==> config.mk <==
export PLATFORM = sky130hd
export DESIGN_NAME = two_class_priority_queue
export DESIGN_NICKNAME = d
export VERILOG_FILES = /design/src/rtl/tpq_pkg.sv /design/src/rtl/tpq_ram.sv /design/src/rtl/tpq_ctrl.sv /design/src/rtl/tpq_dp.sv /design/src/rtl/two_class_priority_queue.sv
export SDC_FILE = /design/constraint.sdc
export NUM_CORES = 1
export LEC_CHECK = 0
export CELL_PAD_IN_SITES_DETAIL_PLACEMENT = 1
export CELL_PAD_IN_SITES_GLOBAL_PLACEMENT = 1
export CORE_MARGIN = 2
export CORE_UTILIZATION = 45
export CTS_BUF_LIST = sky130_fd_sc_hd__clkbuf_2 sky130_fd_sc_hd__clkbuf_4 sky130_fd_sc_hd__clkbuf_8
export DETAILED_ROUTE_END_ITERATION = 10
export DONT_BUFFER_PORTS = 1
export GPL_TIMING_DRIVEN = 0
export PLACE_DENSITY_LB_ADDON = 0.1
export RECOVER_POWER = 50
export SYNTH_ARGS = -nofsm -noshare
export SYNTH_HDL_FRONTEND = slang
export SYNTH_SLANG_ARGS = --single-unit
export TNS_END_PERCENT = 10
==> constraint.sdc <==
create_clock -name i_clk -period 6.45 [get_ports i_clk]
set_input_delay 0.645 -clock i_clk [delete_from_list [all_inputs] [get_ports i_clk]]
set_output_delay 0.645 -clock i_clk [all_outputs]
set_load 0.02 [all_outputs]
==> src/rtl/tpq_pkg.sv <==
// Shared types and constants for the two-class priority queue.
// Depends on nothing; every other file but tpq_ram imports it.
package tpq_pkg;

    // Fixed field widths
    localparam int AGE_BITS = 7;
    localparam int TAG_BITS = 32;

    // Configuration port
    localparam int APB_ADDR_BITS = 3;
    localparam int APB_DATA_BITS = 32;
    localparam logic REG_PRIORITY_AGE = 1'b0;   // register index in paddr[2]
    localparam logic [AGE_BITS-1:0] PRIORITY_AGE_RESET = 7'd60;

    typedef enum logic {
        CMD_INSERT = 1'b0,
        CMD_REMOVE = 1'b1
    } t_cmd;

    typedef enum logic [1:0] {
        ST_INSERTED = 2'd0,
        ST_REMOVED  = 2'd1,
        ST_EMPTY    = 2'd2,
        ST_FULL     = 2'd3
    } t_status;

    typedef struct packed {
        t_cmd                cmd;
        logic [AGE_BITS-1:0] age;
        logic [TAG_BITS-1:0] tag;
    } t_in_item;

    typedef struct packed {
        t_status             status;
        logic [AGE_BITS-1:0] out_age;
        logic [TAG_BITS-1:0] out_tag;
        logic                out_priority;
    } t_result;

    // One stored entry
    typedef struct packed {
        logic [AGE_BITS-1:0] age;
        logic [TAG_BITS-1:0] tag;
    } t_entry;

    // Controller states
    typedef enum logic [1:0] {
        S_IDLE,
        S_EXEC,
        S_READ
    } t_state;

    // Controller -> datapath commands
    typedef struct packed {
        logic load;     // latch the accepted beat
        logic pop;      // issue the store read, move head, drop count
        logic finish;   // emit insert, full or empty result
        logic emit;     // emit removed entry from store read data
    } t_dp_cmd;

    // Datapath -> controller status
    typedef struct packed {
        logic is_remove;
        logic avail;    // at least one class holds an entry
    } t_dp_stat;

endpackage

==> src/rtl/tpq_ram.sv <==
// Generic single-write, single-read RAM with registered read data.
// Depends on nothing.
module tpq_ram #(
    parameter int WIDTH = 39,
    parameter int DEPTH = 16
) (
    input  logic                     i_clk,
    input  logic                     i_we,
    input  logic [$clog2(DEPTH)-1:0] i_waddr,
    input  logic [WIDTH-1:0]         i_wdata,
    input  logic                     i_re,
    input  logic [$clog2(DEPTH)-1:0] i_raddr,
    output logic [WIDTH-1:0]         o_rdata
);

    logic [WIDTH-1:0] r_mem [DEPTH];
    logic [WIDTH-1:0] r_rdata;

    always_ff @(posedge i_clk) begin
        if (i_we) begin
            r_mem[i_waddr] <= i_wdata;
        end
        if (i_re) begin
            r_rdata <= r_mem[i_raddr];
        end
    end

    assign o_rdata = r_rdata;

endmodule

==> src/rtl/tpq_ctrl.sv <==
// Controller state machine: sequences accept, execute and store read.
// Depends on tpq_pkg.
module tpq_ctrl
    import tpq_pkg::*;
(
    input  logic     i_clk,
    input  logic     i_rst_n,
    input  logic     i_start,
    input  t_dp_stat i_stat,
    output t_dp_cmd  o_cmd,
    output logic     o_busy
);

    t_state r_state;
    t_state n_state;

    // State register
    always_ff @(posedge i_clk) begin
        if (!i_rst_n) begin
            r_state <= S_IDLE;
        end else begin
            r_state <= n_state;
        end
    end

    // Next state and commands
    always_comb begin
        n_state = r_state;
        o_cmd   = '0;
        case (r_state)
            S_IDLE: begin
                if (i_start) begin
                    o_cmd.load = 1'b1;
                    n_state    = S_EXEC;
                end
            end
            S_EXEC: begin
                if (i_stat.is_remove && i_stat.avail) begin
                    o_cmd.pop = 1'b1;
                    n_state   = S_READ;
                end else begin
                    o_cmd.finish = 1'b1;
                    n_state      = S_IDLE;
                end
            end
            S_READ: begin
                o_cmd.emit = 1'b1;
                n_state    = S_IDLE;
            end
            default: begin
                n_state = S_IDLE;
            end
        endcase
    end

    assign o_busy = (r_state != S_IDLE);

endmodule

==> src/rtl/tpq_dp.sv <==
// Datapath: latched beat, per-class pointers and counts, two entry stores,
// result register. Depends on tpq_pkg and tpq_ram.
module tpq_dp
    import tpq_pkg::*;
#(
    parameter int CLASS_DEPTH = 16
) (
    input  logic                i_clk,
    input  logic                i_rst_n,
    input  t_in_item            i_item,
    input  logic [AGE_BITS-1:0] i_priority_age,
    input  t_dp_cmd             i_cmd,
    output t_dp_stat            o_stat,
    output logic                o_valid,
    output t_result             o_result
);

    localparam int AW = $clog2(CLASS_DEPTH);
    localparam int CW = $clog2(CLASS_DEPTH + 1);
    localparam logic [AW-1:0] LAST_PTR = AW'(CLASS_DEPTH - 1);
    localparam logic [CW-1:0] FULL_CNT = CW'(CLASS_DEPTH);

    // Latched beat
    t_in_item r_item;
    logic     r_is_pri;

    // Class bookkeeping
    logic [AW-1:0] r_p_head, r_p_tail, r_n_head, r_n_tail;
    logic [CW-1:0] r_p_count, r_n_count;
    logic          r_pop_pri;

    // Result register
    logic    r_valid;
    t_result r_result;

    // Store ports
    logic    p_we, n_we, p_re, n_re;
    t_entry  wr_entry, p_rdata, n_rdata, rd_entry;
    logic    ins_full;
    t_status fin_status;

    function automatic logic [AW-1:0] f_advance(input logic [AW-1:0] ptr);
        f_advance = (ptr == LAST_PTR) ? '0 : ptr + AW'(1);
    endfunction

    assign ins_full = r_is_pri ? (r_p_count == FULL_CNT) : (r_n_count == FULL_CNT);

    assign o_stat.is_remove = (r_item.cmd == CMD_REMOVE);
    assign o_stat.avail     = (r_p_count != '0) || (r_n_count != '0);

    // Status of a beat that ends without a store read
    assign fin_status = o_stat.is_remove ? ST_EMPTY : (ins_full ? ST_FULL : ST_INSERTED);

    // Store writes and reads
    assign wr_entry = '{age: r_item.age, tag: r_item.tag};
    assign p_we = i_cmd.finish && !o_stat.is_remove && !ins_full && r_is_pri;
    assign n_we = i_cmd.finish && !o_stat.is_remove && !ins_full && !r_is_pri;
    assign p_re = i_cmd.pop && (r_p_count != '0);
    assign n_re = i_cmd.pop && (r_p_count == '0);
    assign rd_entry = r_pop_pri ? p_rdata : n_rdata;

    tpq_ram #(.WIDTH($bits(t_entry)), .DEPTH(CLASS_DEPTH)) u_pri_ram (
        .i_clk   (i_clk),
        .i_we    (p_we),
        .i_waddr (r_p_tail),
        .i_wdata (wr_entry),
        .i_re    (p_re),
        .i_raddr (r_p_head),
        .o_rdata (p_rdata)
    );

    tpq_ram #(.WIDTH($bits(t_entry)), .DEPTH(CLASS_DEPTH)) u_nrm_ram (
        .i_clk   (i_clk),
        .i_we    (n_we),
        .i_waddr (r_n_tail),
        .i_wdata (wr_entry),
        .i_re    (n_re),
        .i_raddr (r_n_head),
        .o_rdata (n_rdata)
    );

    // Beat latch; class is decided against the threshold at accept
    always_ff @(posedge i_clk) begin
        if (i_cmd.load) begin
            r_item   <= i_item;
            r_is_pri <= (i_item.age >= i_priority_age);
        end
        if (i_cmd.pop) begin
            r_pop_pri <= (r_p_count != '0);
        end
    end

    // Pointers and counts
    always_ff @(posedge i_clk) begin
        if (!i_rst_n) begin
            r_p_head  <= '0;
            r_p_tail  <= '0;
            r_p_count <= '0;
            r_n_head  <= '0;
            r_n_tail  <= '0;
            r_n_count <= '0;
        end else begin
            if (p_we) begin
                r_p_tail  <= f_advance(r_p_tail);
                r_p_count <= r_p_count + CW'(1);
            end
            if (n_we) begin
                r_n_tail  <= f_advance(r_n_tail);
                r_n_count <= r_n_count + CW'(1);
            end
            if (p_re) begin
                r_p_head  <= f_advance(r_p_head);
                r_p_count <= r_p_count - CW'(1);
            end
            if (n_re) begin
                r_n_head  <= f_advance(r_n_head);
                r_n_count <= r_n_count - CW'(1);
            end
        end
    end

    // Result strobe
    always_ff @(posedge i_clk) begin
        if (!i_rst_n) begin
            r_valid <= 1'b0;
        end else begin
            r_valid <= i_cmd.finish || i_cmd.emit;
        end
    end

    // Result beat; entry fields stay zero unless an entry is removed
    always_ff @(posedge i_clk) begin
        if (i_cmd.finish) begin
            r_result <= '{status: fin_status, out_age: '0, out_tag: '0, out_priority: 1'b0};
        end else if (i_cmd.emit) begin
            r_result <= '{status: ST_REMOVED, out_age: rd_entry.age, out_tag: rd_entry.tag,
                          out_priority: r_pop_pri};
        end
    end

    assign o_valid  = r_valid;
    assign o_result = r_result;

endmodule

==> src/rtl/two_class_priority_queue.sv <==
// Two-class priority queue: insert, full and empty results strobe after the
// EXEC state, a removal after the EXEC and READ states; the next beat is
// accepted in the cycle the strobe shows; removals take longer, set by the store's
// registered read. The receiver cannot stall. Reset is synchronous, active low:
// both classes empty, priority_age = 60; store contents are not cleared.
// Depends on tpq_pkg, tpq_ctrl, tpq_dp, tpq_ram.
module two_class_priority_queue
    import tpq_pkg::*;
#(
    parameter int CLASS_DEPTH = 16
) (
    input  logic                     i_clk,
    input  logic                     i_rst_n,
    // command channel
    input  logic                     start,
    output logic                     busy,
    input  t_in_item                 i_item,
    output logic                     o_valid,
    output t_result                  o_result,
    // configuration port
    input  logic                     psel,
    input  logic                     penable,
    input  logic                     pwrite,
    input  logic [APB_ADDR_BITS-1:0] paddr,
    input  logic [APB_DATA_BITS-1:0] pwdata,
    output logic [APB_DATA_BITS-1:0] prdata,
    output logic                     pready
);

    logic [AGE_BITS-1:0] r_priority_age;
    logic                cfg_wr;
    t_dp_cmd             dp_cmd;
    t_dp_stat            dp_stat;

    // Configuration register
    assign pready = 1'b1;
    assign cfg_wr = psel && penable && pwrite && (paddr[2] == REG_PRIORITY_AGE);

    always_ff @(posedge i_clk) begin
        if (!i_rst_n) begin
            r_priority_age <= PRIORITY_AGE_RESET;
        end else if (cfg_wr) begin
            r_priority_age <= pwdata[AGE_BITS-1:0];
        end
    end

    assign prdata = (paddr[2] == REG_PRIORITY_AGE) ?
                    {{(APB_DATA_BITS-AGE_BITS){1'b0}}, r_priority_age} : '0;

    tpq_ctrl u_ctrl (
        .i_clk   (i_clk),
        .i_rst_n (i_rst_n),
        .i_start (start),
        .i_stat  (dp_stat),
        .o_cmd   (dp_cmd),
        .o_busy  (busy)
    );

    tpq_dp #(.CLASS_DEPTH(CLASS_DEPTH)) u_dp (
        .i_clk          (i_clk),
        .i_rst_n        (i_rst_n),
        .i_item         (i_item),
        .i_priority_age (r_priority_age),
        .i_cmd          (dp_cmd),
        .o_stat         (dp_stat),
        .o_valid        (o_valid),
        .o_result       (o_result)
    );

endmodule

==> run metrics, run 1 <==
Worst Skew 0.0484 ns; Die Y 352 um; highest clock rate 0.230 GHz; worst hold slack 0.110 ns; CP Launch Type flip-flop; Synth Area in Simple Gates 1.97%; relative slew slack -26.5%; Cell Rows 127; WL final 150 mm; synth warn 0; Area Overhead vs Synth 16.2%; Worst-path clk slew 0.06 ns; Required @ worst endpoint 7.06 ns; largest family of logic cells by synthesized area multiplexers; DR WL met2 72.6 mm; largest area contributor in the netlist edfxtp_1; Avg Cell Area, Syn 21.7 um^2; CTS buffer count 231; Yosys top cell area share 75.6%; TritonCTS Sinks 1,446; hpwl dp 98.9 mm; Post-Synthesis Cells 2,513; metal1 wirelength 65.2 mm; max layer used met5; first-pass GRT wire length 213 mm; Routed WL per cell 31.8 um; final setup fails 0; total power 18.9 mW; Top Ports 158; DRT iter0 DRCs 2,763; worst-skew pair later-pin latency 0.95 ns; setup bufs post-CTS 0; status finished, violations left; synth top area cells edfxtp_1 76%, mux4_2 13%, dfxtp_1 2.8%, a22oi_1 2.2%, mux2i_1 0.88%; PortBufs 0; GRT overflow 0; filler cell count 10.5k; CP max-delay cell a211oi_1; Post-synth EDFFs 1,370; Die ar. 124,000 um^2; actual slew at the worst max-slew pin 1.90 ns; design area 63,300 um^2; vias per inst 5.81; P_leak 20.1 nW; Max FO, Critical Path 14; non-filler cells, final 4,707; initial core utilization 45.4%; PwrDens 298 nW/um^2; RSZ-0062 raised after global routing false; Compound-Gate Fraction of Synth Area 3.62%; Syn Std Cell Area 54,400 um^2; Nets 3,008; DR WL met3 9.09 mm; critical path endpoint category flip-flop; final hold violations 0; Die Width 352 um; max incr delay on CP 1.38 ns; worst-path cell chain nor4_1 -> nand2_1 -> a211oi_1 -> clkbuf_1 -> buf_8; CORE AREA 120,000 um^2; DP Area 58,200 um^2; Peak VDD IR 0.000241 V; ys flop type edfxtp_1; Min-Delay Path Class primary input to flip-flop; max-capacitance violation count 2; DRT Pass-1 Iters 5; synthesis-stage register bit count 1,446; Crit Path Category flip-flop to flip-flop; DRC violations left 0; Adder-Cell Fraction of Synth Area 0.602%; vias in the first global route 29.0k; GRT Total Usage 24.7%; asr flop ratio synth 0%; post-synthesis mux area share 13.8%; dpl cells 4,232; failing checks capacitance limit, slew limit; initial antenna violation count 6; register area share after synthesis 78.4%; layout cell share with drive strength beyond 1 27.7%; Final ANT Viol Nets 0; fin crit share 67.3%; pin count of the biggest net entering global routing 44; gp weighted congestion 0.750; CP arrival 4.95 ns; xor and xnor area share after synthesis 0.0483%; Tmin final 4.34 ns; Max clock buf depth 3; CTS root buf clkbuf_8; fin. max-slew vios 34; Vias 27.3k; count of different cell masters after synthesis 61; CTS tree done; H-tree levels 4
through the flow:
stage | TNS [ns] | setup WS, ns | util [%]
floorplan | 0 | 0.911 | -
global placement | -908.15 | -3.57 | 47.1
detailed placement | 0 | 2.44 | 48.5
CTS | 0 | 2.43 | 52.9
global route | 0 | 1.86 | 52.7
finish | 0 | 2.11 | 52.7
worst paths after layout:
check | depth (start not counted) | slack [ns] | endpoint | from
worst max register to register | 5 | 2.11 | u_dp.u_nrm_ram.o_rdata[10] | u_dp.r_p_count[0]
worst min-delay path | 3 | 0.11 | u_dp.r_is_pri | i_item[38]
worst min register to register | 2 | 0.50 | u_dp.r_n_count[3] | u_dp.r_n_count[3]
worst max-delay path | 5 | 2.11 | u_dp.u_nrm_ram.o_rdata[10] | u_dp.r_p_count[0]
sequential cells by signal, indices dropped and copies added (netlist names), 5 cells and up:
name	count
r_priority_age	7
u_dp.o_result	42
u_dp.r_item	39
u_dp.r_n_count	5
u_dp.r_p_count	5
u_dp.u_nrm_ram.o_rdata	39
u_dp.u_nrm_ram.r_mem	624
u_dp.u_pri_ram.o_rdata	39
u_dp.u_pri_ram.r_mem	624
kinds of logic after synthesis:
family	Yosys count
XOR/XNOR	3
multiplexers	361
adder cells (fa/ha/maj)	25
AND/OR/NAND/NOR	237
AO/OA/AOI/OAI	258
flip-flops	1446
other	2
buffers and inverters	181
critical path, delay by kind of cell (launching register included):
kind / cells / cell delay, ns
AOI/OAI and AO/OA: 1 / 1.38
buffers and inverters: 2 / 1.18
and+or+nand+nor: 2 / 1.06
DFF: 1 / 0.36
where the power goes:
group          total, mW  internal (mW)  switching, mW
clock network       8.08           4.41           3.66
registers           10.5           10.3          0.167
logic              0.286          0.114          0.172
total               18.9           14.9           4.00
Yosys cell counts, types with 2 or more instances:
| master | n |
|---|---|
| a211oi_1 | 3 |
| a21o_1 | 3 |
| a21oi_1 | 13 |
| a22oi_1 | 156 |
| a31oi_1 | 4 |
| a41o_1 | 2 |
| and2_1 | 2 |
| and3_1 | 2 |
| buf_1 | 18 |
| buf_2 | 32 |
| buf_4 | 26 |
| buf_6 | 4 |
| clkbuf_1 | 80 |
| conb_1 | 2 |
| dfxtp_1 | 76 |
| edfxtp_1 | 1370 |
| fa_1 | 2 |
| ha_1 | 23 |
| inv_1 | 21 |
| mux2i_1 | 48 |
| mux4_2 | 312 |
| nand2_1 | 120 |
| nand2b_1 | 9 |
| nand3_1 | 5 |
| nand4_1 | 3 |
| nand4b_1 | 2 |
| nor2_1 | 55 |
| nor2b_1 | 7 |
| nor3_1 | 14 |
| nor3b_1 | 4 |
| nor4_1 | 2 |
| o2111ai_1 | 4 |
| o21a_1 | 3 |
| o21ai_0 | 15 |
| o221ai_1 | 2 |
| o2bb2ai_1 | 39 |
| o311a_1 | 2 |
| o31ai_1 | 3 |
| or4_1 | 2 |
| xor2_1 | 2 |
metal layers:
metal | track usage (%) | vias up
met5 | 0 | -
met2 | 39.9 | 927
met1 | 34.6 | 14904
met3 | 4.95 | 220
li1 | - | 11281
met4 | 6.54 | 2
layout make-up:
cell class | count | area (um^2) | area share, %
Timing Repair Buffer | 132 | 1800 | 2.85
Antenna cell | 1 | 2.50 | 0.00395
Multi-Input combinational cell | 910 | 11200 | 17.7
Clock inverter | 101 | 756 | 1.19
Sequential cell | 1446 | 42700 | 67.4
Tap cell | 1612 | 2020 | 3.19
Clock buffer | 324 | 4020 | 6.35
Inverter | 21 | 78.8 | 0.125
Buffer | 160 | 746 | 1.18
what timing repair did:
item                      4_1_cts  5_1_grt
hold endpoints to repair       48        0
gates resized for setup         0        0
hold buffers                   49        0
placed cells by master, fill, tap and decap left out, types with 17 or more instances in the layout:
| cell type | Yosys | routed |
|---|---|---|
| a22oi_1 | 156 | 156 |
| buf_1 | 18 | 17 |
| buf_12 | 0 | 28 |
| buf_2 | 32 | 29 |
| buf_4 | 26 | 31 |
| buf_6 | 4 | 31 |
| clkbuf_1 | 80 | 90 |
| clkbuf_4 | 0 | 71 |
| clkbuf_8 | 0 | 253 |
| clkinv_1 | 0 | 51 |
| clkinv_2 | 0 | 27 |
| conb_1 | 2 | 26 |
| dfxtp_1 | 76 | 76 |
| dlygate4sd3_1 | 0 | 49 |
| edfxtp_1 | 1370 | 1370 |
| ha_1 | 23 | 23 |
| inv_1 | 21 | 21 |
| mux2i_1 | 48 | 48 |
| mux4_2 | 312 | 312 |
| nand2_1 | 120 | 120 |
| nor2_1 | 55 | 31 |
| nor2_4 | 0 | 24 |
| o2bb2ai_1 | 39 | 39 |
No activity file was read; power rests on OpenSTA's default activity.
==> run 2, diff against run 1 <==
--- a/config.mk
+++ b/config.mk
@@ -5,6 +5,7 @@
 export SDC_FILE = /design/constraint.sdc
 export NUM_CORES = 1
 export LEC_CHECK = 0
+export ABC_AREA = 1
 export CELL_PAD_IN_SITES_DETAIL_PLACEMENT = 1
 export CELL_PAD_IN_SITES_GLOBAL_PLACEMENT = 1
 export CORE_MARGIN = 2
==> constraint.sdc (replaced) <==
create_clock -name i_clk -period 4.3 [get_ports i_clk]
set_input_delay 0.43 -clock i_clk [delete_from_list [all_inputs] [get_ports i_clk]]
set_output_delay 0.43 -clock i_clk [all_outputs]
set_load 0.02 [all_outputs]
==> run metrics, run 2 <==
status finished, violations left (unchanged); failing checks capacitance limit, slew limit (unchanged); Adder-Cell Fraction of Synth Area 0.580% (was 0.602%); RSZ-0062 raised after global routing false (unchanged); buffers plus inverters on the worst setup path 1 (was 2); count of different cell masters after synthesis 36 (was 61); P_leak 21.6 nW (was 20.1 nW); first-pass GRT wire length 266 mm (was 213 mm); dpl ws 1.22 ns (was 2.44 ns); Synth Area in Simple Gates 10.0% (was 1.97%); commonest cells in the synthesized netlist 1,370 x edfxtp_1, 1,001 x nor2_1, 367 x o21ai_0 (was 1,370 x edfxtp_1, 312 x mux4_2, 156 x a22oi_1); CTS root buf clkbuf_8 (unchanged); worst hold slack 0.0983 ns (was 0.110 ns); Yosys top cell area share 72.8% (was 75.6%); Die ar. 128,000 um^2 (was 124,000 um^2); Post-synth EDFFs 1,370 (unchanged); GRT Total Usage 29.3% (was 24.7%); fin util 52.3% (was 52.7%); worst-path cell chain or2_0 -> nor2_1 -> clkbuf_1 (was nor4_1 -> nand2_1 -> a211oi_1 -> clkbuf_1 -> buf_8); fin. max-slew vios 108 (was 34); DRC violations left 0 (unchanged); Area Overhead vs Synth 15.8% (was 16.2%); Crit Path Category flip-flop to flip-flop (unchanged); Worst-path clk slew 0.07 ns (was 0.06 ns); gp weighted congestion 0.827 (was 0.750); actual slew at the worst max-slew pin 1.82 ns (was 1.90 ns); Routed WL per cell 29.1 um (was 31.8 um); ys flop type edfxtp_1 (unchanged); commonest non-fill, non-tap cell in the layout edfxtp_1 (unchanged); PortBufs 0 (unchanged); xor and xnor area share after synthesis 0.108% (was 0.0483%); synth top area cells edfxtp_1 73%, nor2_1 6.6%, o21ai_0 3.2%, dfxtp_1 2.7%, o32ai_1 2.4% (was edfxtp_1 76%, mux4_2 13%, dfxtp_1 2.8%, a22oi_1 2.2%, mux2i_1 0.88%); r2r endpoint u_dp.r_item[13] (was u_dp.u_nrm_ram.o_rdata[10]); non-filler cells, final 6,501 (was 4,707); FF/Latch Area 42,700 um^2 (unchanged); H-tree levels 4 (unchanged); final setup fails 0 (unchanged); max incr delay on CP 1.38 ns (about the same); Die Y 358 um (was 352 um); register area share after synthesis 75.5% (was 78.4%); worst-skew pair later-pin latency 0.98 ns (was 0.95 ns); Max FO, Critical Path 32 (was 14); Compound-Gate Fraction of Synth Area 9.94% (was 3.62%); Hold Path End u_dp.r_item[13] (was u_dp.r_is_pri); min-delay src i_item[13] (was i_item[38]); synthesis-stage register bit count 1,446 (unchanged); filler cell count 12.4k (was 10.5k); hpwl dp 129 mm (was 98.9 mm); Worst Skew 0.0580 ns (was 0.0484 ns); Peak VDD IR 0.000341 V (was 0.000241 V); worst reg2reg path depth 3 (was 5); asr flop ratio synth 0% (unchanged); WL final 189 mm (was 150 mm); Required @ worst endpoint 4.86 ns (was 7.06 ns); DRT iter0 DRCs 4,537 (was 2,763); highest clock rate 0.283 GHz (was 0.230 GHz); Top delay family on crit path simple AND/OR/NAND/NOR gates (was compound AO/OA/AOI/OAI gates); Max clock buf depth 3 (unchanged); GRT overflow 0 (unchanged); Avg Cell Area, Syn 13.5 um^2 (was 21.7 um^2); final hold violations 0 (unchanged); TritonCTS Sinks 1,446 (unchanged); initial core utilization 45.2% (was 45.4%); Nets 4,755 (was 3,008); largest family of logic cells by synthesized area simple AND/OR/NAND/NOR gates (was multiplexers); CTS tree done (unchanged); Worst R2R Setup Slack 0.77 ns (was 2.11 ns); most frequent cells in the layout 1,370 x edfxtp_1, 971 x nor2_1, 396 x o21ai_0 (was 1,370 x edfxtp_1, 312 x mux4_2, 253 x clkbuf_8); DRT Pass-1 Iters 5 (unchanged); top-count cell post-synth edfxtp_1 (unchanged); largest area contributor in the netlist edfxtp_1 (unchanged); Top Ports 158 (unchanged); Final ANT Viol Nets 0 (unchanged); post-synthesis mux area share 0.673% (was 13.8%); initial antenna violation count 19 (was 6); CP Launch Type flip-flop (unchanged); multi-input logic area 12,400 um^2 (was 11,200 um^2); critical path endpoint category flip-flop (unchanged); hold path cells 1 (was 3); Setup TNS Final 0 ns (unchanged); CP max-delay cell clkbuf_1 (was a211oi_1); synth warn 0 (unchanged); CORE AREA 125,000 um^2 (was 120,000 um^2); vias per inst 5.81 (about the same); crit path setup slack, layout 0.769 ns (was 2.11 ns); pin count of the biggest net entering global routing 49 (was 44); PwrDens 440 nW/um^2 (was 298 nW/um^2); Min-Delay Path Class primary input to flip-flop (unchanged); vias in the first global route 37.6k (was 29.0k); CTS buffer count 233 (was 231); dpl cells 5,972 (was 4,232); Cell Rows 130 (was 127); Syn Std Cell Area 56,500 um^2 (was 54,400 um^2); fin crit share 82.1% (was 67.3%); layout cell share with drive strength beyond 1 12.5% (was 27.7%); Post-Synthesis Cells 4,203 (was 2,513); Tmin final 3.53 ns (was 4.34 ns); relative slew slack -21.4% (was -26.5%); Vias 37.8k (was 27.3k); setup bufs post-CTS 0 (unchanged); max-capacitance violation count 6 (was 2); Die Width 358 um (was 352 um); RR Startpoint u_ctrl.r_state[0] (was u_dp.r_p_count[0]); CP arrival 4.09 ns (was 4.95 ns)
[run 2: stage by stage]
step | total power [mW] | area, um^2
finish | 28.8 | 65500
global route | 29.6 | 65500
detailed placement | 17.2 | 61300
CTS | 29.1 | 66800
floorplan | 16.5 | 56600
global placement | 17.0 | 58700
[run 2: worst register-to-register path: cells and delay by family, from the launching register on]
kind | cells | cell delay [ns]
buffers and inverters | 1 | 1.38
AND/OR/NAND/NOR | 2 | 1.41
flip-flops | 1 | 0.32
[run 2: where the power goes]
group / total [mW] / switching (mW) / internal [mW] / leakage (nW)
Clock: 11.9 / 5.60 / 6.34 / 2.50
Combinational: 1.12 / 0.856 / 0.265 / 6.16
Sequential: 15.7 / 0.171 / 15.6 / 13.0
Total: 28.8 / 6.63 / 22.2 / 21.6
[run 2: how the worst max path moves through the flow]
stage                 startpoint                           to  slack [ns]  cells past startpoint
2_1_floorplan     u_dp.o_stat[1]   u_dp.u_nrm_ram.r_mem[7][0]        0.20                      3
3_3_place_gp      u_dp.o_stat[1]  u_dp.u_nrm_ram.r_mem[7][24]       -1.93                      3
3_5_place_dp   u_dp.r_p_count[0]            u_dp.r_n_count[4]        1.22                     14
4_1_cts        u_dp.r_p_count[0]            u_dp.r_n_count[4]        1.15                     14
5_1_grt        u_ctrl.r_state[0]              u_dp.r_item[13]        0.51                      3
6_report       u_ctrl.r_state[0]              u_dp.r_item[13]        0.77                      3
[run 2: layout make-up]
type / count / area share (%)
flip-flops and latches: 1446 / 65.2
multi-input cells: 2429 / 18.9
clock buffers: 347 / 6.38
well taps: 1650 / 3.15
repair buffers: 187 / 2.87
plain buffers: 297 / 2.45
clock inverters: 85 / 0.766
inverters: 55 / 0.323
diodes: 5 / 0.0191
[run 2: metal layers]
metal | part of all wire (%) | track usage, %
met1 | 45 | 43.9
met2 | 43 | 43.0
met3 | 8.9 | 5.95
met4 | 3.1 | 8.90
met5 | 0.020 | 0
[run 2: repair_timing]
item	CTS	global route
gates resized for setup	0	0
hold endpoints to repair	67	0
hold buffers	87	0
[run 2: logic make-up after synthesis]
family / count (synthesis)
other: 2
XOR/XNOR: 7
buffers and inverters: 352
AO/OA/AOI/OAI: 906
multiplexers: 38
adder cells (fa/ha/maj): 25
AND/OR/NAND/NOR: 1427
flip-flops: 1446
